$ cat src/hw/rtl/rrts_pkg.sv
// Package with types and constants shared by the thread scheduler modules.
`default_nettype none
package rrts_pkg;
	localparam int SLOTS = 16;
	localparam int SW = 4;
	localparam int CW = 5;

	localparam logic [2:0] ST_CREATED = 3'd0;
	localparam logic [2:0] ST_READY = 3'd1;
	localparam logic [2:0] ST_RUNNING = 3'd2;
	localparam logic [2:0] ST_BLOCKED = 3'd3;
	localparam logic [2:0] ST_TERMINATED = 3'd4;
	localparam logic [2:0] ST_IDLE = 3'd5;

	localparam logic [2:0] OP_TICK = 3'd0;
	localparam logic [2:0] OP_YIELD = 3'd1;
	localparam logic [2:0] OP_CREATE = 3'd2;
	localparam logic [2:0] OP_BLOCK = 3'd3;
	localparam logic [2:0] OP_UNBLOCK = 3'd4;
	localparam logic [2:0] OP_EXIT = 3'd5;

	localparam logic [1:0] STS_OK = 2'd0;
	localparam logic [1:0] STS_NOSLOT = 2'd1;
	localparam logic [1:0] STS_IGNORED = 2'd2;

	localparam logic [SW-1:0] IDLE_SLOT = SW'(1);
	localparam logic [0:0] REG_ENABLED = 1'b0;
	localparam logic [0:0] REG_TIMESLICE = 1'b1;
	localparam logic [31:0] ID_RESTART = 32'd3;

	typedef struct packed {
		logic [2:0] opcode;
		logic [3:0] target_slot;
		logic target_is_current;
	} in_t;

	typedef struct packed {
		logic [3:0] running_slot;
		logic switched;
		logic [3:0] new_slot;
		logic [31:0] new_id;
		logic [1:0] status;
	} out_t;

	// Queue cell commands: pop drops the head; remove drops the first match.
	typedef struct packed {
		logic push;
		logic [SW-1:0] push_slot;
		logic pop;
		logic remove;
		logic [SW-1:0] remove_slot;
	} qcmd_t;
endpackage
`default_nettype wire

$ cat src/hw/rtl/round_robin_thread_scheduler.sv
// Top level of the round-robin thread scheduler.
// A transaction passes through the idle, execute, push and output states in turn. The
// idle state accepts and captures the event. The execute state applies the queue
// operation and, on a scheduling event or an exit, reclaims terminated slots. The push
// state re-enqueues a preempted thread and forms the result. The output state presents
// the result and holds it while the output is stalled. The next event is accepted in
// the cycle after the result leaves. The ready queue is a chain of sixteen cells that
// shift toward the head, so every queue operation updates all cells together. One
// transaction is in flight at a time.
`default_nettype none
module round_robin_thread_scheduler (
	input wire logic clk,
	input wire logic arst_n,
	input wire logic in_valid,
	output logic in_stall,
	input wire rrts_pkg::in_t in_data,
	output logic out_valid,
	input wire logic out_stall,
	output rrts_pkg::out_t out_data,
	input wire logic cfg_we,
	input wire logic [0:0] cfg_index,
	input wire logic [7:0] cfg_data
);
	import rrts_pkg::*;

	localparam logic [1:0] S_IDLE = 2'd0;
	localparam logic [1:0] S_EXEC = 2'd1;
	localparam logic [1:0] S_PUSH = 2'd2;
	localparam logic [1:0] S_OUT = 2'd3;

	logic [1:0] state_q;
	logic enabled_q;
	logic [7:0] tslice_q;
	logic [2:0] sst_q [SLOTS];
	logic [SLOTS-1:0] act_q;
	logic [7:0] used_q [SLOTS];
	logic [SW-1:0] cur_q;
	logic [SW-1:0] before_q;
	logic [31:0] nid_q;
	in_t op_q;
	out_t res_q;
	logic [SW-1:0] pend_q;
	logic pend_push_q;

	qcmd_t cmd;
	logic [SW-1:0] head;
	logic [CW-1:0] count;

	rrts_queue u_queue (.clk(clk), .arst_n(arst_n), .cmd(cmd), .head(head), .count(count));

	logic found;
	logic [SW-1:0] free_slot;
	always_comb begin
		found = 1'b0;
		free_slot = '0;
		for (int i = SLOTS-1; i >= 2; i--) begin
			if (!act_q[i]) begin
				found = 1'b1;
				free_slot = SW'(i);
			end
		end
	end

	logic [7:0] used_inc;
	assign used_inc = (used_q[cur_q] == 8'hff) ? 8'hff : used_q[cur_q] + 8'd1;
	logic [SW-1:0] blk_t;
	assign blk_t = op_q.target_is_current ? cur_q : op_q.target_slot;

	// Decisions for the execute cycle.
	logic do_sched, do_exit;
	logic [2:0] cur_st_eff;
	always_comb begin
		do_sched = 1'b0;
		do_exit = 1'b0;
		cur_st_eff = sst_q[cur_q];
		case (op_q.opcode)
			OP_TICK: do_sched = enabled_q && ((used_inc >= tslice_q) ||
				(cur_q == IDLE_SLOT && count != '0));
			OP_YIELD: do_sched = enabled_q;
			OP_BLOCK: if (blk_t == cur_q) begin
				do_sched = enabled_q;
				cur_st_eff = ST_BLOCKED;
			end
			OP_EXIT: begin
				do_exit = 1'b1;
				cur_st_eff = ST_TERMINATED;
			end
			default: ;
		endcase
	end

	logic go_next;
	logic [SW-1:0] next_slot;
	logic pop_it;
	always_comb begin
		go_next = 1'b0;
		next_slot = IDLE_SLOT;
		pop_it = 1'b0;
		if (do_exit) begin
			go_next = 1'b1;
			pop_it = (count != '0);
			next_slot = pop_it ? head : IDLE_SLOT;
		end else if (do_sched) begin
			if (count == '0) begin
				go_next = !(cur_st_eff == ST_RUNNING || cur_st_eff == ST_READY) &&
					(cur_q != IDLE_SLOT);
				next_slot = IDLE_SLOT;
			end else begin
				pop_it = 1'b1;
				next_slot = head;
				go_next = (head != cur_q);
			end
		end
	end

	always_comb begin
		cmd = '0;
		if (state_q == S_EXEC) begin
			cmd.pop = pop_it;
			case (op_q.opcode)
				OP_CREATE: begin
					cmd.push = found;
					cmd.push_slot = free_slot;
				end
				OP_BLOCK: begin
					cmd.remove = (blk_t != cur_q);
					cmd.remove_slot = blk_t;
				end
				OP_UNBLOCK: begin
					cmd.push = (sst_q[op_q.target_slot] == ST_BLOCKED);
					cmd.push_slot = op_q.target_slot;
				end
				default: ;
			endcase
		end else if (state_q == S_PUSH) begin
			cmd.push = pend_push_q;
			cmd.push_slot = pend_q;
		end
	end

	assign in_stall = (state_q != S_IDLE);
	assign out_valid = (state_q == S_OUT);
	assign out_data = res_q;

	always_ff @(posedge clk or negedge arst_n) begin
		if (!arst_n) begin
			state_q <= S_IDLE;
			enabled_q <= 1'b0;
			tslice_q <= 8'd10;
			act_q <= SLOTS'(3);
			cur_q <= '0;
			nid_q <= ID_RESTART;
			pend_push_q <= 1'b0;
			for (int i = 0; i < SLOTS; i++) begin
				sst_q[i] <= (i == 0) ? ST_RUNNING : ((i == 1) ? ST_IDLE : ST_CREATED);
				used_q[i] <= '0;
			end
		end else begin
			if (cfg_we) begin
				if (cfg_index == REG_ENABLED) enabled_q <= cfg_data[0];
				else tslice_q <= cfg_data;
			end
			case (state_q)
				S_IDLE: if (in_valid) begin
					op_q <= in_data;
					before_q <= cur_q;
					state_q <= S_EXEC;
				end
				S_EXEC: begin
					res_q <= '0;
					pend_push_q <= 1'b0;
					state_q <= S_PUSH;
					if (op_q.opcode == OP_TICK && enabled_q) used_q[cur_q] <= used_inc;
					if (do_sched || do_exit) begin
						for (int i = 0; i < SLOTS; i++) begin
							if (act_q[i] && SW'(i) != cur_q && sst_q[i] == ST_TERMINATED)
								act_q[i] <= 1'b0;
						end
					end
					case (op_q.opcode)
						OP_TICK, OP_YIELD: if (!enabled_q) res_q.status <= STS_IGNORED;
						OP_CREATE: if (!found || count == CW'(SLOTS)) begin
							res_q.status <= STS_NOSLOT;
						end else begin
							res_q.new_slot <= free_slot;
							res_q.new_id <= nid_q;
						end
						OP_BLOCK: if (blk_t != cur_q) sst_q[blk_t] <= ST_BLOCKED;
						OP_UNBLOCK: if (sst_q[op_q.target_slot] == ST_BLOCKED) begin
							sst_q[op_q.target_slot] <= ST_READY;
						end else begin
							res_q.status <= STS_IGNORED;
						end
						OP_EXIT: ;
						default: res_q.status <= STS_IGNORED;
					endcase
					if (op_q.opcode == OP_CREATE && found) begin
						nid_q <= (nid_q == 32'hffff_ffff) ? ID_RESTART : nid_q + 32'd1;
						sst_q[free_slot] <= ST_READY;
						used_q[free_slot] <= '0;
						act_q[free_slot] <= (count != CW'(SLOTS));
					end
					if (do_exit || do_sched) begin
						if (go_next) begin
							if (!do_exit && cur_st_eff == ST_RUNNING) begin
								if (cur_q != IDLE_SLOT) begin
									sst_q[cur_q] <= ST_READY;
									pend_push_q <= 1'b1;
									pend_q <= cur_q;
								end else begin
									sst_q[cur_q] <= ST_IDLE;
								end
							end else begin
								sst_q[cur_q] <= cur_st_eff;
							end
							sst_q[next_slot] <= ST_RUNNING;
							used_q[next_slot] <= '0;
							cur_q <= next_slot;
						end else begin
							sst_q[cur_q] <= (cur_st_eff == ST_RUNNING ||
								cur_st_eff == ST_READY || pop_it || cur_q == IDLE_SLOT)
								? ST_RUNNING : cur_st_eff;
						end
					end else if (op_q.opcode == OP_BLOCK && blk_t == cur_q) begin
						sst_q[cur_q] <= ST_BLOCKED;
					end
				end
				S_PUSH: begin
					pend_push_q <= 1'b0;
					res_q.running_slot <= cur_q;
					res_q.switched <= (cur_q != before_q);
					state_q <= S_OUT;
				end
				S_OUT: if (!out_stall) state_q <= S_IDLE;
				default: state_q <= S_IDLE;
			endcase
		end
	end
endmodule
`default_nettype wire

$ cat src/hw/rtl/rrts_qcell.sv
// One entry of the ready queue chain, holding a slot index and a valid bit.
`default_nettype none
module rrts_qcell (
	input wire logic clk,
	input wire logic arst_n,
	input wire rrts_pkg::qcmd_t cmd,
	input wire logic prev_valid,
	input wire logic prev_match_seen,
	input wire logic next_valid,
	input wire logic [rrts_pkg::SW-1:0] next_slot,
	input wire logic is_tail,
	output logic valid,
	output logic [rrts_pkg::SW-1:0] slot,
	output logic match_seen
);
	import rrts_pkg::*;
	logic valid_q;
	logic [SW-1:0] slot_q;
	logic shift;

	assign valid = valid_q;
	assign slot = slot_q;
	assign match_seen = prev_match_seen | (valid_q & (slot_q == cmd.remove_slot));
	assign shift = cmd.pop | (cmd.remove & match_seen);

	always_ff @(posedge clk or negedge arst_n) begin
		if (!arst_n) begin
			valid_q <= 1'b0;
		end else if (shift) begin
			valid_q <= next_valid;
		end else if (cmd.push && !valid_q && prev_valid) begin
			valid_q <= 1'b1;
		end else if (cmd.push && !valid_q && is_tail) begin
			valid_q <= 1'b1;
		end
	end

	always_ff @(posedge clk) begin
		if (shift) begin
			slot_q <= next_slot;
		end else if (cmd.push && !valid_q && (prev_valid || is_tail)) begin
			slot_q <= cmd.push_slot;
		end
	end
endmodule
`default_nettype wire

$ cat src/hw/rtl/rrts_queue.sv
// Ready queue built as a chain of cells that shift toward the head.
`default_nettype none
module rrts_queue (
	input wire logic clk,
	input wire logic arst_n,
	input wire rrts_pkg::qcmd_t cmd,
	output logic [rrts_pkg::SW-1:0] head,
	output logic [rrts_pkg::CW-1:0] count
);
	import rrts_pkg::*;
	logic [SLOTS-1:0] v;
	logic [SLOTS-1:0] ms;
	logic [SW-1:0] s [SLOTS];
	logic [CW-1:0] count_q;

	for (genvar i = 0; i < SLOTS; i++) begin : g_cell
		rrts_qcell u_cell (
			.clk(clk), .arst_n(arst_n), .cmd(cmd),
			.prev_valid(i == 0 ? 1'b0 : v[(i == 0) ? 0 : i-1]),
			.prev_match_seen(i == 0 ? 1'b0 : ms[(i == 0) ? 0 : i-1]),
			.next_valid(i == SLOTS-1 ? 1'b0 : v[(i == SLOTS-1) ? i : i+1]),
			.next_slot(s[(i == SLOTS-1) ? i : i+1]),
			.is_tail(i == 0),
			.valid(v[i]), .slot(s[i]), .match_seen(ms[i])
		);
	end

	assign head = s[0];
	assign count = count_q;

	always_ff @(posedge clk or negedge arst_n) begin
		if (!arst_n) begin
			count_q <= '0;
		end else begin
			count_q <= count_q + CW'(cmd.push && !v[SLOTS-1])
				- CW'(cmd.pop || (cmd.remove && ms[SLOTS-1]));
		end
	end
endmodule
`default_nettype wire

$ cat config.mk
export PLATFORM = sky130hd
export DESIGN_NAME = round_robin_thread_scheduler
export DESIGN_NICKNAME = d
export VERILOG_FILES = /design/src/hw/rtl/rrts_pkg.sv /design/src/hw/rtl/round_robin_thread_scheduler.sv /design/src/hw/rtl/rrts_qcell.sv /design/src/hw/rtl/rrts_queue.sv
export SDC_FILE = /design/constraint.sdc
export NUM_CORES = 1
export LEC_CHECK = 0
export ABC_AREA = 1
export BUFFER_PORTS_ARGS = -buffer_cell sky130_fd_sc_hd__buf_2
export CORE_MARGIN = 2
export CORE_UTILIZATION = 53
export CTS_BUF_LIST = sky130_fd_sc_hd__clkbuf_4
export DETAILED_ROUTE_END_ITERATION = 8
export PLACE_DENSITY = 0.7
export SYNTH_ARGS = -nofsm -noshare
export SYNTH_HDL_FRONTEND = slang
export SYNTH_SLANG_ARGS = --single-unit
$ cat constraint.sdc
create_clock -name clk -period 6.9 [get_ports clk]
set_input_delay 1.38 -clock clk [delete_from_list [all_inputs] [get_ports clk]]
set_output_delay 1.38 -clock clk [all_outputs]
set_load 0.005 [all_outputs]
==> flow_summary.ini <==
[status]
status = finished clean

[clock_tree]
clk_latency_ps = 920
numClockSinks = 382
cts.clk_slew.worst_paths_ps = 70
cts_hold_buf = 0
postCtsSetupBuffers = 0
cts.repair.resized = 0
clockBufferDepth = 3
cts_tree = done
cts-root-buf = clkbuf_4
cts.htree.levels = 3
cts_inserted_buffers = 104

[setup_path]
reg2reg_slack_ps = 770
startpoint_type = flop
worst-path-max-fanout = 43
cp.required_ps = 7640
slowest_delay_ps = 720
crit_slowest_cell = inv_2
worst_setup_path_end_kind = flop
arrival_ps = 6860
path_class = reg2reg

[floorplan]
rows = 76
core_um2 = 43170
die_w_um = 213.2
start_util_pct = 53.71
io_pins = 67
dieArea_um2 = 45440
die_h_um = 213.2

[place]
post-place-ws_ps = 909.7
dp_hpwl_um = 60700
place_congestion = 1.033
io_buffers = 66

[cells_and_area]
seqCellArea_um2 = 10180
multiInputGateArea_um2 = 10560
layout-drive-gt1-share_pct = 11.22
nFillCells = 4035
nNetsFinal = 3207
final_cell_mix = 583 x nand2_1, 473 x inv_1, 317 x o21ai_0
syn_to_final_growth_pct = 9.751
final_common_cell = nand2_1

[job]
maxCapViolCount = 0

[detailed_routing]
num_vias = 23130
drc_errors = 0
drt_iter0_markers = 2834
drt-total-wl_um = 83800
ant_nets = 0
wl_per_cell_um = 21.82
viasPerCell = 6.022
first_pass_iters = 9

[synth]
synth_top_area_share_pct = 27.20
syn_nets = 3111
syn_area_um2 = 23190
ys.flop_type = dfrtp_1
yosys_warnings = 0
yosysTopAreaCell = dfrtp_1
synth-edff-count = 123
synth_area_leaders = dfrtp_1 27%, edfxtp_1 16%, nand2_1 9.4%
ys_seq_area_share_pct = 43.92
avgSynthCellArea_um2 = 7.558
synthCells = 3068
async_flop_share_pct = 67.80
ys_seq_elements = 382
synth_cell_types = 57

[grt]
grt_max_degree = 110
antenna_found_initial = 4
grt_pass1_vias = 21830
grt_pass1_wl_um = 127900
grt-ovfl-total = 0
grtUsageTotal_pct = 37.22

[min_path]
hold_path_class = in2async

[timing]
finalHoldViolCount = 0
tns_ps = 0
fin_crit_sh_pct = 88.77
drv_slew = 0
period_minus_slack_ps = 6125
tightest_slew_ps = 1153
rsz0062_at_grt = false
slew_headroom_pct = 23.15
clock_skew_ps = 73.64
setup_violations = 0
setup_ws_ps = 774.6
fmax_mhz = 163.3

[power_and_ir_drop]
ir_drop_v = 0.0003202
power_leakage_nw = 11.50
p_per_area_nw_per_um2 = 382.8
==> sequential cells by signal (all words and copies together), names as in the netlist, 5 cells and up <==
register                     cells
act_q                           14
nid_q                           32
op_q                             8
out_data                        43
sst_q                           48
tslice_q                         8
u_queue.count                    5
u_queue.g_cell.u_cell.slot      64
u_queue.g_cell.u_cell.valid     16
used_q                         128
==> stage by stage <==
stage / cell area (um2) / util [%] / cells / hold slack (ps) / power [mW]
2_1_floorplan: 23190 / - / 3068 / 436.8 / 5.917
3_3_place_gp: 24040 / 55.69 / 3643 / 476.0 / 7.418
3_5_place_dp: 24040 / 55.69 / 3643 / 486.1 / 7.452
4_1_cts: 25440 / 58.93 / 3838 / 357.1 / 9.623
5_1_grt: 25450 / 58.95 / 3841 / 365.5 / 10.26
6_report: 25450 / 58.95 / 3841 / 394.2 / 9.741
==> power by group <==
part | switching (mW) | leakage (nW) | internal [mW]
sequential | 0.364 | 4.53 | 2.90
combinational | 3.22 | 6.13 | 1.11
clock | 1.03 | 0.840 | 1.13
total | 4.61 | 11.5 | 5.13
==> critical path, delay by kind of cell, from the launching register on <==
kind                       cells  cell delay [ps]
AOI/OAI and AO/OA              7             1010
xor gates and xnor gates       1              140
adders and majority gates      5             1380
buffers and inverters          6             1080
DFF                            1              700
and+or+nand+nor               12             1700
==> final timing paths <==
path / startpoint / end / depth (start not counted)
max in group asynchronous: arst_n / used_q[103]$_DFFE_PN0P_ / 3
worst max register to register: cur_q[1]$_DFFE_PN0P_ / u_queue.count[4]$_DFF_PN0_ / 31
worst min-delay path: arst_n / sst_q[35]$_DFFE_PN0P_ / 1
min in group clk: sst_q[1]$_DFFE_PN0P_ / sst_q[1]$_DFFE_PN0P_ / 2
worst min register to register: sst_q[1]$_DFFE_PN0P_ / sst_q[1]$_DFFE_PN0P_ / 2
worst max-delay path: cur_q[1]$_DFFE_PN0P_ / u_queue.count[4]$_DFF_PN0_ / 31
==> cell usage after synthesis (all sizes together), types with 44 or more instances <==
cell    instances
nand2         591
buf            58
clkbuf         63
a21oi         123
dfrtp         252
o21ai         345
o22ai         221
inv           488
nand3         136
xor2           44
nor2          330
edfxtp        123
nand4          72
==> final cells by class <==
class / count / area share, %
Sequential cell: 382 / 40.02
Antenna cell: 3 / 0.02950
Timing Repair Buffer: 111 / 2.714
Inverter: 500 / 7.375
Clock buffer: 173 / 5.104
Multi-Input combinational cell: 2065 / 41.49
Tap cell: 585 / 2.876
Clock inverter: 22 / 0.3982
==> per-layer routing <==
metal / up-vias / track usage, % / wire length [um]
li1: 10630 / - / -
met1: 10940 / 49.69 / 33710
met2: 1284 / 57.32 / 37380
met3: 277 / 7.972 / 8256
met4: 4 / 18.75 / 4428
met5: - / 0 / 32
==> cell families after synthesis <==
| family | share of synthesized area, % |
|---|---|
| DFF | 43.92 |
| AOI/OAI and AO/OA | 19.91 |
| adders and majority gates | 1.166 |
| xor gates and xnor gates | 2.153 |
| buffers and inverters | 10.61 |
| and+or+nand+nor | 22.24 |
No activity file was read; power rests on OpenSTA's default activity.
